$ cat src/hdl/bresenham_line_rasterizer_top_assert.svh
// Assertion helpers shared by the rasterizer RTL.
// Both expect clk and rst_n in scope.
`ifndef BRESENHAM_LINE_RASTERIZER_TOP_ASSERT_SVH
`define BRESENHAM_LINE_RASTERIZER_TOP_ASSERT_SVH

// Consequent must hold in the same cycle as the antecedent.
`define BLR_ASSERT_NOW(label, ante, cons, msg) \
    label: assert property (@(posedge clk) disable iff (!rst_n) (ante) |-> (cons)) \
        else $error(msg);

// Consequent must hold in the cycle after the antecedent.
`define BLR_ASSERT_NEXT(label, ante, cons, msg) \
    label: assert property (@(posedge clk) disable iff (!rst_n) (ante) |=> (cons)) \
        else $error(msg);

`endif

$ cat src/hdl/blr_pkg.sv
`default_nettype none

package blr_pkg;

    localparam int INDEX_BITS  = 19;
    localparam int COLOUR_BITS = 8;
    localparam int CHAN_BITS   = 10;
    localparam logic [COLOUR_BITS-1:0] COLOUR_MAX = 8'd255;

    typedef enum logic
    {
        FUNC_LOAD = 1'b0,
        FUNC_STEP = 1'b1
    } func_t;

    typedef struct packed
    {
        logic                   write_enable;
        logic [INDEX_BITS-1:0]  pixel_index;
        logic [COLOUR_BITS-1:0] red;
        logic [COLOUR_BITS-1:0] green;
        logic [COLOUR_BITS-1:0] blue;
        logic                   last_pixel;
    } pixel_t;

    // Clamp a 10-bit channel request to the 8-bit range.
    function automatic logic [COLOUR_BITS-1:0] sat_colour(input logic [CHAN_BITS-1:0] v);
        logic [COLOUR_BITS-1:0] r;
        r = (v > CHAN_BITS'(COLOUR_MAX)) ? COLOUR_MAX : v[COLOUR_BITS-1:0];
        return r;
    endfunction

endpackage

`default_nettype wire

$ cat src/hdl/bresenham_line_rasterizer_top.sv
// Bresenham line rasterizer with frame clipping and pixel addressing.
//
// Input channel (in_valid / in_stall): a load beat (func = load) takes two
// signed endpoints and a colour and produces nothing; a step beat (func =
// step) produces one pixel of the current line. A step with no line loaded
// is swallowed. A load in the middle of a line replaces it.
// Output channel (out_valid / out_stall): one beat per pixel carrying
// write_enable, pixel_index, the saturated colour and last_pixel.
//
// Throughput: one input beat per clock, one pixel per clock, while in_stall
// and out_stall are low. The error update, clip test and index multiply all
// sit between the line-state registers and the output register. A step's
// pixel is registered in main, or parked in skid when main is held.
//
// Stall: a two-entry output stage (main register plus skid register) sits
// between the sides. in_stall is the registered skid-full flag, so it
// rises only once a pixel is parked in the skid entry, and the input keeps
// flowing while a single pixel waits to be taken.
// Reset: asynchronous, active low; clears the output and skid valids and
// the line-active flag, so no line is loaded afterwards.
`default_nettype none

`include "bresenham_line_rasterizer_top_assert.svh"

module bresenham_line_rasterizer_top
    import blr_pkg::*;
#(
    parameter int FRAME_WIDTH  = 1024,
    parameter int FRAME_HEIGHT = 512,
    parameter int COORD_BITS   = 12
)
(
    input  logic                         clk,
    input  logic                         rst_n,

    input  logic                         in_valid,
    output logic                         in_stall,
    input  logic                         func,
    input  logic signed [COORD_BITS-1:0] x_start,
    input  logic signed [COORD_BITS-1:0] y_start,
    input  logic signed [COORD_BITS-1:0] x_end,
    input  logic signed [COORD_BITS-1:0] y_end,
    input  logic [CHAN_BITS-1:0]         red_in,
    input  logic [CHAN_BITS-1:0]         green_in,
    input  logic [CHAN_BITS-1:0]         blue_in,

    output logic                         out_valid,
    input  logic                         out_stall,
    output logic                         write_enable,
    output logic [INDEX_BITS-1:0]        pixel_index,
    output logic [COLOUR_BITS-1:0]       red_out,
    output logic [COLOUR_BITS-1:0]       green_out,
    output logic [COLOUR_BITS-1:0]       blue_out,
    output logic                         last_pixel
);

    localparam int CB        = COORD_BITS;
    localparam int ERR_BITS  = CB + 3;
    // Wide enough for a signed coordinate and for the frame limits.
    localparam int CMP_BITS  = ((CB > 12) ? CB : 12) + 1;
    localparam int ROW_BITS  = $clog2(FRAME_HEIGHT);
    localparam int COL_BITS  = $clog2(FRAME_WIDTH);
    localparam int PROD_BITS = ROW_BITS + COL_BITS;
    localparam int CALC_BITS = (PROD_BITS > INDEX_BITS) ? PROD_BITS : INDEX_BITS;

    // Line state
    logic                line_active_reg;
    logic signed [CB-1:0] major_pos_reg,  major_pos_next;
    logic signed [CB-1:0] minor_pos_reg,  minor_pos_next;
    logic signed [CB-1:0] major_stop_reg;
    logic signed [ERR_BITS-1:0] error_acc_reg, error_acc_next;
    logic signed [CB:0]  major_span_reg;
    logic [CB:0]         minor_incr_reg;
    logic                minor_down_reg;
    logic                steep_line_reg;
    logic [COLOUR_BITS-1:0] red_reg, green_reg, blue_reg;

    // Output stage
    logic   out_valid_reg, out_valid_next;
    logic   skid_valid_reg, skid_valid_next;
    pixel_t main_reg;
    pixel_t skid_reg;
    pixel_t pix;
    logic   load_main, main_from_skid, load_skid;

    logic accept, do_load, do_step, take, at_last;

    assign accept  = in_valid && !in_stall;
    assign do_load = accept && (func_t'(func) == FUNC_LOAD);
    assign do_step = accept && (func_t'(func) == FUNC_STEP) && line_active_reg;
    assign take    = out_valid_reg && !out_stall;
    assign at_last = (major_pos_reg == major_stop_reg);

    // ---------------------------------------------------------------
    // Load: pick the major axis and order the endpoints along it.
    // ---------------------------------------------------------------
    logic signed [CB:0] dx, dy, span_load, dmin;
    logic [CB:0] mag_dx, mag_dy, mag_dmin;
    logic steep_load, swap_ends;
    logic signed [CB-1:0] a_maj, a_min, b_maj, b_min;
    logic signed [CB-1:0] first_maj, first_min, last_maj, last_min;

    always_comb
    begin
        dx     = {x_start[CB-1], x_start} - {x_end[CB-1], x_end};
        dy     = {y_start[CB-1], y_start} - {y_end[CB-1], y_end};
        mag_dx = dx[CB] ? (~dx + 1'b1) : dx;
        mag_dy = dy[CB] ? (~dy + 1'b1) : dy;
        steep_load = mag_dx < mag_dy;

        a_maj = steep_load ? y_start : x_start;
        a_min = steep_load ? x_start : y_start;
        b_maj = steep_load ? y_end   : x_end;
        b_min = steep_load ? x_end   : y_end;

        swap_ends = a_maj > b_maj;
        first_maj = swap_ends ? b_maj : a_maj;
        first_min = swap_ends ? b_min : a_min;
        last_maj  = swap_ends ? a_maj : b_maj;
        last_min  = swap_ends ? a_min : b_min;

        span_load = {last_maj[CB-1], last_maj} - {first_maj[CB-1], first_maj};
        dmin      = {last_min[CB-1], last_min} - {first_min[CB-1], first_min};
        mag_dmin  = dmin[CB] ? (~dmin + 1'b1) : dmin;
    end

    // ---------------------------------------------------------------
    // Step: advance along the major axis, carry into the minor axis.
    // ---------------------------------------------------------------
    logic signed [ERR_BITS-1:0] err_sum, span_ext;
    logic minor_move;

    always_comb
    begin
        span_ext   = ERR_BITS'(major_span_reg);
        err_sum    = error_acc_reg + $signed({2'b00, minor_incr_reg});
        minor_move = err_sum > span_ext;
        error_acc_next = minor_move ? (err_sum - (span_ext <<< 1)) : err_sum;
        minor_pos_next = minor_move ? (minor_down_reg ? minor_pos_reg - 1'b1
                                                      : minor_pos_reg + 1'b1)
                                    : minor_pos_reg;
        major_pos_next = major_pos_reg + 1'b1;
    end

    // ---------------------------------------------------------------
    // Pixel: clip to the frame and flip vertically into an index.
    // ---------------------------------------------------------------
    logic signed [CB-1:0] px, py;
    logic signed [CMP_BITS-1:0] px_ext, py_ext, row_ext;
    logic in_frame;
    logic [CALC_BITS-1:0] index_calc;

    always_comb
    begin
        px      = steep_line_reg ? minor_pos_reg : major_pos_reg;
        py      = steep_line_reg ? major_pos_reg : minor_pos_reg;
        px_ext  = {{(CMP_BITS-CB){px[CB-1]}}, px};
        py_ext  = {{(CMP_BITS-CB){py[CB-1]}}, py};
        in_frame = !px_ext[CMP_BITS-1]
                && (px_ext < $signed(CMP_BITS'(FRAME_WIDTH)))
                && (py_ext >= $signed(CMP_BITS'(1)))
                && (py_ext <= $signed(CMP_BITS'(FRAME_HEIGHT)));
        row_ext = $signed(CMP_BITS'(FRAME_HEIGHT)) - py_ext;
        index_calc = CALC_BITS'(row_ext[ROW_BITS-1:0]) * CALC_BITS'(FRAME_WIDTH)
                   + CALC_BITS'(px_ext[COL_BITS-1:0]);

        pix.write_enable = in_frame;
        pix.pixel_index  = in_frame ? index_calc[INDEX_BITS-1:0] : '0;
        pix.red          = red_reg;
        pix.green        = green_reg;
        pix.blue         = blue_reg;
        pix.last_pixel   = at_last;
    end

    // ---------------------------------------------------------------
    // Output stage steering: fill main when free, else park in skid.
    // ---------------------------------------------------------------
    always_comb
    begin
        out_valid_next  = out_valid_reg;
        skid_valid_next = skid_valid_reg;
        load_main       = 1'b0;
        main_from_skid  = 1'b0;
        load_skid       = 1'b0;
        if (skid_valid_reg)
        begin
            if (take)
            begin
                main_from_skid  = 1'b1;
                skid_valid_next = 1'b0;
            end
        end
        else if (!out_valid_reg || take)
        begin
            out_valid_next = do_step;
            load_main      = do_step;
        end
        else if (do_step)
        begin
            load_skid       = 1'b1;
            skid_valid_next = 1'b1;
        end
    end

    // Control registers
    always_ff @(posedge clk or negedge rst_n)
    begin
        if (!rst_n)
        begin
            line_active_reg <= 1'b0;
            out_valid_reg   <= 1'b0;
            skid_valid_reg  <= 1'b0;
        end
        else
        begin
            out_valid_reg  <= out_valid_next;
            skid_valid_reg <= skid_valid_next;
            if (do_load)
                line_active_reg <= 1'b1;
            else if (do_step && at_last)
                line_active_reg <= 1'b0;
        end
    end

    // Line state and pixel payload
    always_ff @(posedge clk)
    begin
        if (do_load)
        begin
            major_pos_reg  <= first_maj;
            minor_pos_reg  <= first_min;
            major_stop_reg <= last_maj;
            major_span_reg <= span_load;
            minor_incr_reg <= {mag_dmin[CB-1:0], 1'b0};
            minor_down_reg <= dmin[CB];
            steep_line_reg <= steep_load;
            error_acc_reg  <= '0;
            red_reg        <= sat_colour(red_in);
            green_reg      <= sat_colour(green_in);
            blue_reg       <= sat_colour(blue_in);
        end
        else if (do_step && !at_last)
        begin
            major_pos_reg <= major_pos_next;
            minor_pos_reg <= minor_pos_next;
            error_acc_reg <= error_acc_next;
        end

        if (load_main)
            main_reg <= pix;
        else if (main_from_skid)
            main_reg <= skid_reg;
        if (load_skid)
            skid_reg <= pix;
    end

    assign in_stall     = skid_valid_reg;
    assign out_valid    = out_valid_reg;
    assign write_enable = main_reg.write_enable;
    assign pixel_index  = main_reg.pixel_index;
    assign red_out      = main_reg.red;
    assign green_out    = main_reg.green;
    assign blue_out     = main_reg.blue;
    assign last_pixel   = main_reg.last_pixel;

    // A parked pixel always has one ahead of it in the main register.
    `BLR_ASSERT_NOW(a_skid_behind_main, skid_valid_reg, out_valid_reg,
        "skid entry full while main register empty")
    // Clipped pixels carry a zero index.
    `BLR_ASSERT_NOW(a_clip_zero_index, out_valid_reg && !main_reg.write_enable,
        main_reg.pixel_index == '0, "clipped pixel with non-zero index")
    // A step into a free output stage shows its pixel next cycle.
    `BLR_ASSERT_NEXT(a_step_emits, do_step && !out_valid_reg, out_valid_reg,
        "step beat produced no pixel")
    // The last pixel ends the line.
    `BLR_ASSERT_NEXT(a_last_ends_line, do_step && at_last, !line_active_reg,
        "line still active after its last pixel")

endmodule

`default_nettype wire
$ cat config.mk
export PLATFORM = sky130hd
export DESIGN_NAME = bresenham_line_rasterizer_top
export DESIGN_NICKNAME = d
export VERILOG_FILES = /design/src/hdl/blr_pkg.sv /design/src/hdl/bresenham_line_rasterizer_top.sv
export VERILOG_INCLUDE_DIRS = /design/src /design/src/hdl
export SDC_FILE = /design/constraint.sdc
export NUM_CORES = 1
export LEC_CHECK = 0
export ABC_AREA = 0
export BUFFER_PORTS_ARGS = -buffer_cell sky130_fd_sc_hd__clkbuf_2
export CORE_MARGIN = 2
export CORE_UTILIZATION = 52
export DETAILED_ROUTE_END_ITERATION = 8
export PLACE_DENSITY = 0.71
export SKIP_CTS_REPAIR_TIMING = 1
export SLEW_MARGIN = 40
export SYNTH_ARGS = -nofsm -noshare
export SYNTH_HDL_FRONTEND = slang
export SYNTH_SLANG_ARGS = --single-unit
$ cat constraint.sdc
create_clock -name clk -period 11.7 [get_ports clk]
set_input_delay 2.34 -clock clk [delete_from_list [all_inputs] [get_ports clk]]
set_output_delay 2.34 -clock clk [all_outputs]
set_load 0.005 [all_outputs]
==> run_results.csv, run 1 <==
group,metric,value,unit
status,outcome,"finished clean",
grt,grt.overflow.total,0,
critical_path,crit_path_max_incr_delay,0.56,ns
placed_design,gp_congestion,0.976,
worst_hold_path,holdPathEnd,"skid_reg[8]",
synth,syn-cell-area,14700,um^2
layout,final_cell_mix,"buf_4 (222), edfxtp_1 (177), nand2_1 (163)",
critical_path,crit_path_top_delay_cell,"or4_1",
clocking,cts_tree,"done",
layout,final_common_cell,"buf_4",
timing,fin_ws,0.245,ns
clocking,clock_path_buffers,2,
detailed_routing,remaining_drc_errors,0,
synth,ys_ff_latch,194,
placed_design,hpwl,32.7,mm
grt,grt_max_degree,67,
critical_path,arrival,11.66,ns
worst_hold_path,hold_path.class,"flop to flop",
clocking,clock_sinks,194,
clocking,htreeDepth,4,
timing,finalMaxSlewViolations,0,
detailed_routing,wl_per_cell,18.3,um
synth,synth-edff-count,177,
critical_path,r2r_slack,6.76,ns
critical_path,r2r_cells,18,
worst_hold_path,min_from,"blue_reg[7]",
grt,grt_usage,0.281,
synth,synthArstFlopShare,0.0155,
synth,ys_types,82,
grt,grt_pass1_wl,64.3,mm
placed_design,place_ws,-0.859,ns
worst_hold_path,hold_depth,0,
critical_path,r2r-start,"minor_incr_reg[1]",
synth,synth_area_per_cell,9.28,um^2
detailed_routing,viasPerCell,5.74,
synth,yosys_warnings,0,
timing,fin_crit_sh,0.979,
critical_path,cp.required,11.91,ns
detailed_routing,wirelength,41.8,mm
synth,synthCells,1581,
synth,ys.flop_type,"edfxtp_1",
flow_run,cap_viol_max_count,0,
timing,finalCriticalPeriod,11.46,ns
die,core_area,27800,um^2
timing,relSlewSlack,0.491,
critical_path,start_kind,"input pin",
critical_path,r2r-end,"minor_pos_reg[9]",
synth,synthesis.nets,1782,
detailed_routing,drtIter0Drc,1038,
critical_path,end_kind,"flop",
critical_path,crit_top_cell,"buf_4",
critical_path,crit_type,"input pin to flop",
detailed_routing,vias,13100,
layout,diodes,0,
placed_design,io_buffers,129,
layout,largest_reg_flops,45,
clocking,root_buffer,"clkbuf_16",
synth,synth_seq_area_share,0.386,
layout,area_delta_synth_final,25.5,%
clocking,numCtsBuffers,17,
layout,nNetsFinal,2095,
die,initial_utilization,0.528,
timing,hold_viol_final,0,
timing,tightest_slew,0.762,ns
clocking,clk_pin_slew,0.09,ns
detailed_routing,ant_nets,0,
die,num_rows,61,
layout,drive_above_1_share,0.276,
die,die-area,29600,um^2
die,die_w,172,um
die,fp.dieH,172,um
clocking,clk_latency,0.46,ns
critical_path,cp_max_fo,7,
timing,skew,0.0179,ns
timing,fmax,0.0873,GHz
timing,setup_viol,0,
grt,antenna_found_initial,0,
die,ios,130,
grt,grt_pass1_vias,12600,
detailed_routing,first_pass_iters,8,
-- worst max-delay path by stage --
stage	cells past startpoint	startpoint	end
6_report	48	x_end[2]	minor_incr_reg[12]
5_1_grt	55	x_start[0]	minor_incr_reg[12]
4_1_cts	50	y_end[2]	minor_incr_reg[8]
3_5_place_dp	50	y_end[2]	minor_incr_reg[12]
3_3_place_gp	50	y_end[2]	minor_incr_reg[12]
2_1_floorplan	50	x_start[0]	minor_incr_reg[12]
-- synth_stat cells (16+ instances only) --
library cell	n	area share
a21boi_0	16	0.0082
a21o_1	21	0.011
a21oi_1	122	0.042
a31oi_1	18	0.0077
clkbuf_1	43	0.011
edfxtp_1	177	0.36
ha_1	112	0.096
inv_1	103	0.026
mux2_2	29	0.022
mux2i_1	46	0.031
nand2_1	168	0.043
nand2b_1	19	0.0081
nand3_1	31	0.011
nor2_1	147	0.038
nor2b_1	18	0.0077
nor3_1	22	0.0075
o211ai_1	17	0.0087
o21ai_0	89	0.030
o31ai_1	30	0.015
or3_1	38	0.016
xnor2_1	71	0.042
xor2_1	44	0.026
-- final cells by class --
| class | count | area [um^2] |
|---|---|---|
| Fill cell | 2230 | 9370 |
| Multi-Input combinational cell | 1216 | 8770 |
| Sequential cell | 194 | 5670 |
| Timing Repair Buffer | 360 | 2450 |
| Tap cell | 378 | 473 |
| Clock buffer | 17 | 425 |
| Inverter | 105 | 399 |
| Clock inverter | 15 | 225 |
-- routing by layer --
| layer | share of wire | track usage |
|---|---|---|
| met1 | 0.42 | 0.356 |
| met5 | 0 | 0 |
| met3 | 0.058 | 0.0391 |
| met2 | 0.47 | 0.478 |
| met4 | 0.045 | 0.129 |
-- stage by stage --
step | TNS (ns) | hold WS (ns) | util | cells | area (um^2)
2_1_floorplan | 0 | 0.422 | - | 1581 | 14800
3_3_place_gp | -4.12 | 0.433 | 0.622 | 2236 | 17300
3_5_place_dp | -8.21 | 0.432 | 0.622 | 2236 | 17300
4_1_cts | -3.06 | 0.450 | 0.646 | 2268 | 17900
5_1_grt | -0.227 | 0.455 | 0.663 | 2285 | 18400
6_report | 0 | 0.449 | 0.663 | 2285 | 18400
-- worst max-delay path: cells and delay by family --
kind	cells	cell delay [ns]
buffers and inverters	13	1.58
XOR/XNOR	2	0.29
AO/OA/AOI/OAI	15	2.53
adder cells (fa/ha/maj)	5	1.48
AND/OR/NAND/NOR	11	2.70
multiplexers	2	0.72
-- cells by family (layout without fill, tap and decap cells) --
| kind of cell | after synthesis | in the layout | share of synthesized area |
|---|---|---|---|
| AO/OA/AOI/OAI | 406 | 406 | 0.180 |
| XOR/XNOR | 116 | 116 | 0.0698 |
| flip-flops | 194 | 194 | 0.386 |
| buffers and inverters | 171 | 497 | 0.0465 |
| AND/OR/NAND/NOR | 495 | 495 | 0.155 |
| adder cells (fa/ha/maj) | 123 | 123 | 0.107 |
| multiplexers | 76 | 76 | 0.0552 |
Power of run 1 is left out: the tool's default activity adds up to more than one toggle a clock period on the data nets, which glitch-free logic cannot reach.
==> run 2: changes to the inputs <==
--- a/config.mk
+++ b/config.mk
@@ -12,6 +12,7 @@
 export CORE_UTILIZATION = 52
 export DETAILED_ROUTE_END_ITERATION = 8
 export PLACE_DENSITY = 0.71
+export RECOVER_POWER = 50
 export SKIP_CTS_REPAIR_TIMING = 1
 export SLEW_MARGIN = 40
 export SYNTH_ARGS = -nofsm -noshare
==> run 2 against run 1 <==
Against the previous run: the run now ends with capacitance limit, slew limit left; via count about the same; highest routed layer unchanged; fmax increased by 0.28%; clock skew is essentially flat; die area stayed put; worst setup slack improved by 0.033 ns; sequential share of layout area rose by 0.16 points; core utilization down 0.34 points.
==> run_results.csv, run 2 (synthesis results as in run 1) <==
group,metric,value,unit
clocking,clock_sinks,194,
detailed_routing,viasPerCell,5.73,
clocking,root_buffer,"clkbuf_16",
critical_path,arrival,11.63,ns
die,ios,130,
timing,setup_viol,0,
critical_path,start_kind,"input pin",
grt,grtUsageMet1,0.356,
grt,grt.overflow.total,0,
status,violations,"capacitance limit, slew limit",
timing,fin_ws,0.277,ns
die,die_w,172,um
layout,nFillCells,2249,
detailed_routing,wl_per_cell,18.3,um
grt,top_usage_layer,"met2",
layout,final_cell_mix,"buf_4 (218), edfxtp_1 (177), nand2_1 (164)",
layout,nNetsFinal,2095,
layout,diodes,0,
critical_path,crit_type,"input pin to flop",
die,num_rows,61,
clocking,cts_tree,"done",
layout,drive_above_1_share,0.248,
placed_design,numPlacedInstances,2236,
layout,area_delta_synth_final,24.9,%
layout,largest_reg_flops,45,
placed_design,io_buffers,129,
die,fp.dieH,172,um
flow_run,cap_viol_max_count,5,
detailed_routing,vias,13100,
critical_path,cp_max_fo,7,
critical_path,crit_path_top_delay_cell,"or4_1",
placed_design,place_ws,-0.859,ns
grt,met3_usage,0.0391,
timing,skew,0.0180,ns
detailed_routing,remaining_drc_errors,0,
layout,final_common_cell,"buf_4",
detailed_routing,wirelength,41.8,mm
detailed_routing,drtIter0Drc,1032,
layout,design_area,18300,um^2
placed_design,place_area,17300,um^2
clocking,clk_pin_slew,0.08,ns
worst_hold_path,hold_path.class,"flop to flop",
placed_design,hpwl,32.7,mm
die,initial_utilization,0.528,
critical_path,crit_top_cell,"buf_4",
critical_path,cp.required,11.90,ns
timing,hold_viol_final,0,
timing,relSlewSlack,-0.679,
status,outcome,"complete, but fails checks",
grt,antenna_found_initial,0,
clocking,clk_latency,0.46,ns
grt,grt_max_degree,67,
timing,finalCriticalPeriod,11.42,ns
detailed_routing,ant_nets,0,
critical_path,crit_path_max_incr_delay,0.56,ns
timing,fmax,0.0875,GHz
critical_path,end_kind,"flop",
critical_path,r2r_slack,6.49,ns
detailed_routing,first_pass_iters,7,
clocking,clock_path_buffers,2,
die,die-area,29600,um^2
die,core_area,27800,um^2
grt,use_met2,0.478,
grt,grt_usage,0.281,
timing,tightest_slew,2.52,ns
timing,fin_crit_sh,0.976,
clocking,numCtsBuffers,17,
placed_design,gp_congestion,0.976,
layout,final_cells,2285,
grt,grt_pass1_wl,64.3,mm
clocking,htreeDepth,4,
timing,timing.hold.ws,0.449,ns
timing,finalMaxSlewViolations,182,
grt,grt_pass1_vias,12600,
run 2: final cells by class:
| cell class | instances | area (um^2) | area share |
|---|---|---|---|
| Sequential cell | 194 | 5670 | 0.310 |
| Inverter | 105 | 399 | 0.0218 |
| Clock buffer | 17 | 425 | 0.0232 |
| Multi-Input combinational cell | 1216 | 8750 | 0.477 |
| Clock inverter | 15 | 225 | 0.0123 |
| Tap cell | 378 | 473 | 0.0258 |
| Timing Repair Buffer | 360 | 2380 | 0.130 |
run 2: final timing paths:
path	startpoint	end	depth (start not counted)
worst max-delay path	x_end[2]	minor_incr_reg[12]	48
worst min-delay path	red_reg[5]	skid_reg[22]	0
worst max register to register	in_stall	major_pos_reg[2]	7
worst min register to register	red_reg[5]	skid_reg[22]	0
max in group asynchronous	rst_n	in_stall	1
min in group asynchronous	rst_n	out_valid	1
run 2: routing by layer:
layer | share of wire | vias up
li1 | - | 6352
met1 | 0.42 | 6163
met2 | 0.47 | 488
met3 | 0.061 | 95
met4 | 0.044 | 0
met5 | 0 | -
run 2: metrics by stage:
| step | utilization | TNS (ns) |
|---|---|---|
| after floorplan | - | 0 |
| after global placement | 0.622 | -4.12 |
| after detailed placement | 0.622 | -8.21 |
| after CTS | 0.646 | -3.06 |
| after global routing | 0.659 | -0.227 |
| final | 0.659 | 0 |
run 2: worst max-delay path, delay by kind of cell:
family | cells | cell delay, ns
AND/OR/NAND/NOR | 11 | 2.70
AO/OA/AOI/OAI | 15 | 2.54
buffers and inverters | 13 | 1.57
adder cells (fa/ha/maj) | 5 | 1.48
multiplexers | 2 | 0.71
XOR/XNOR | 2 | 0.28
Power of run 2 is left out for the same reason.
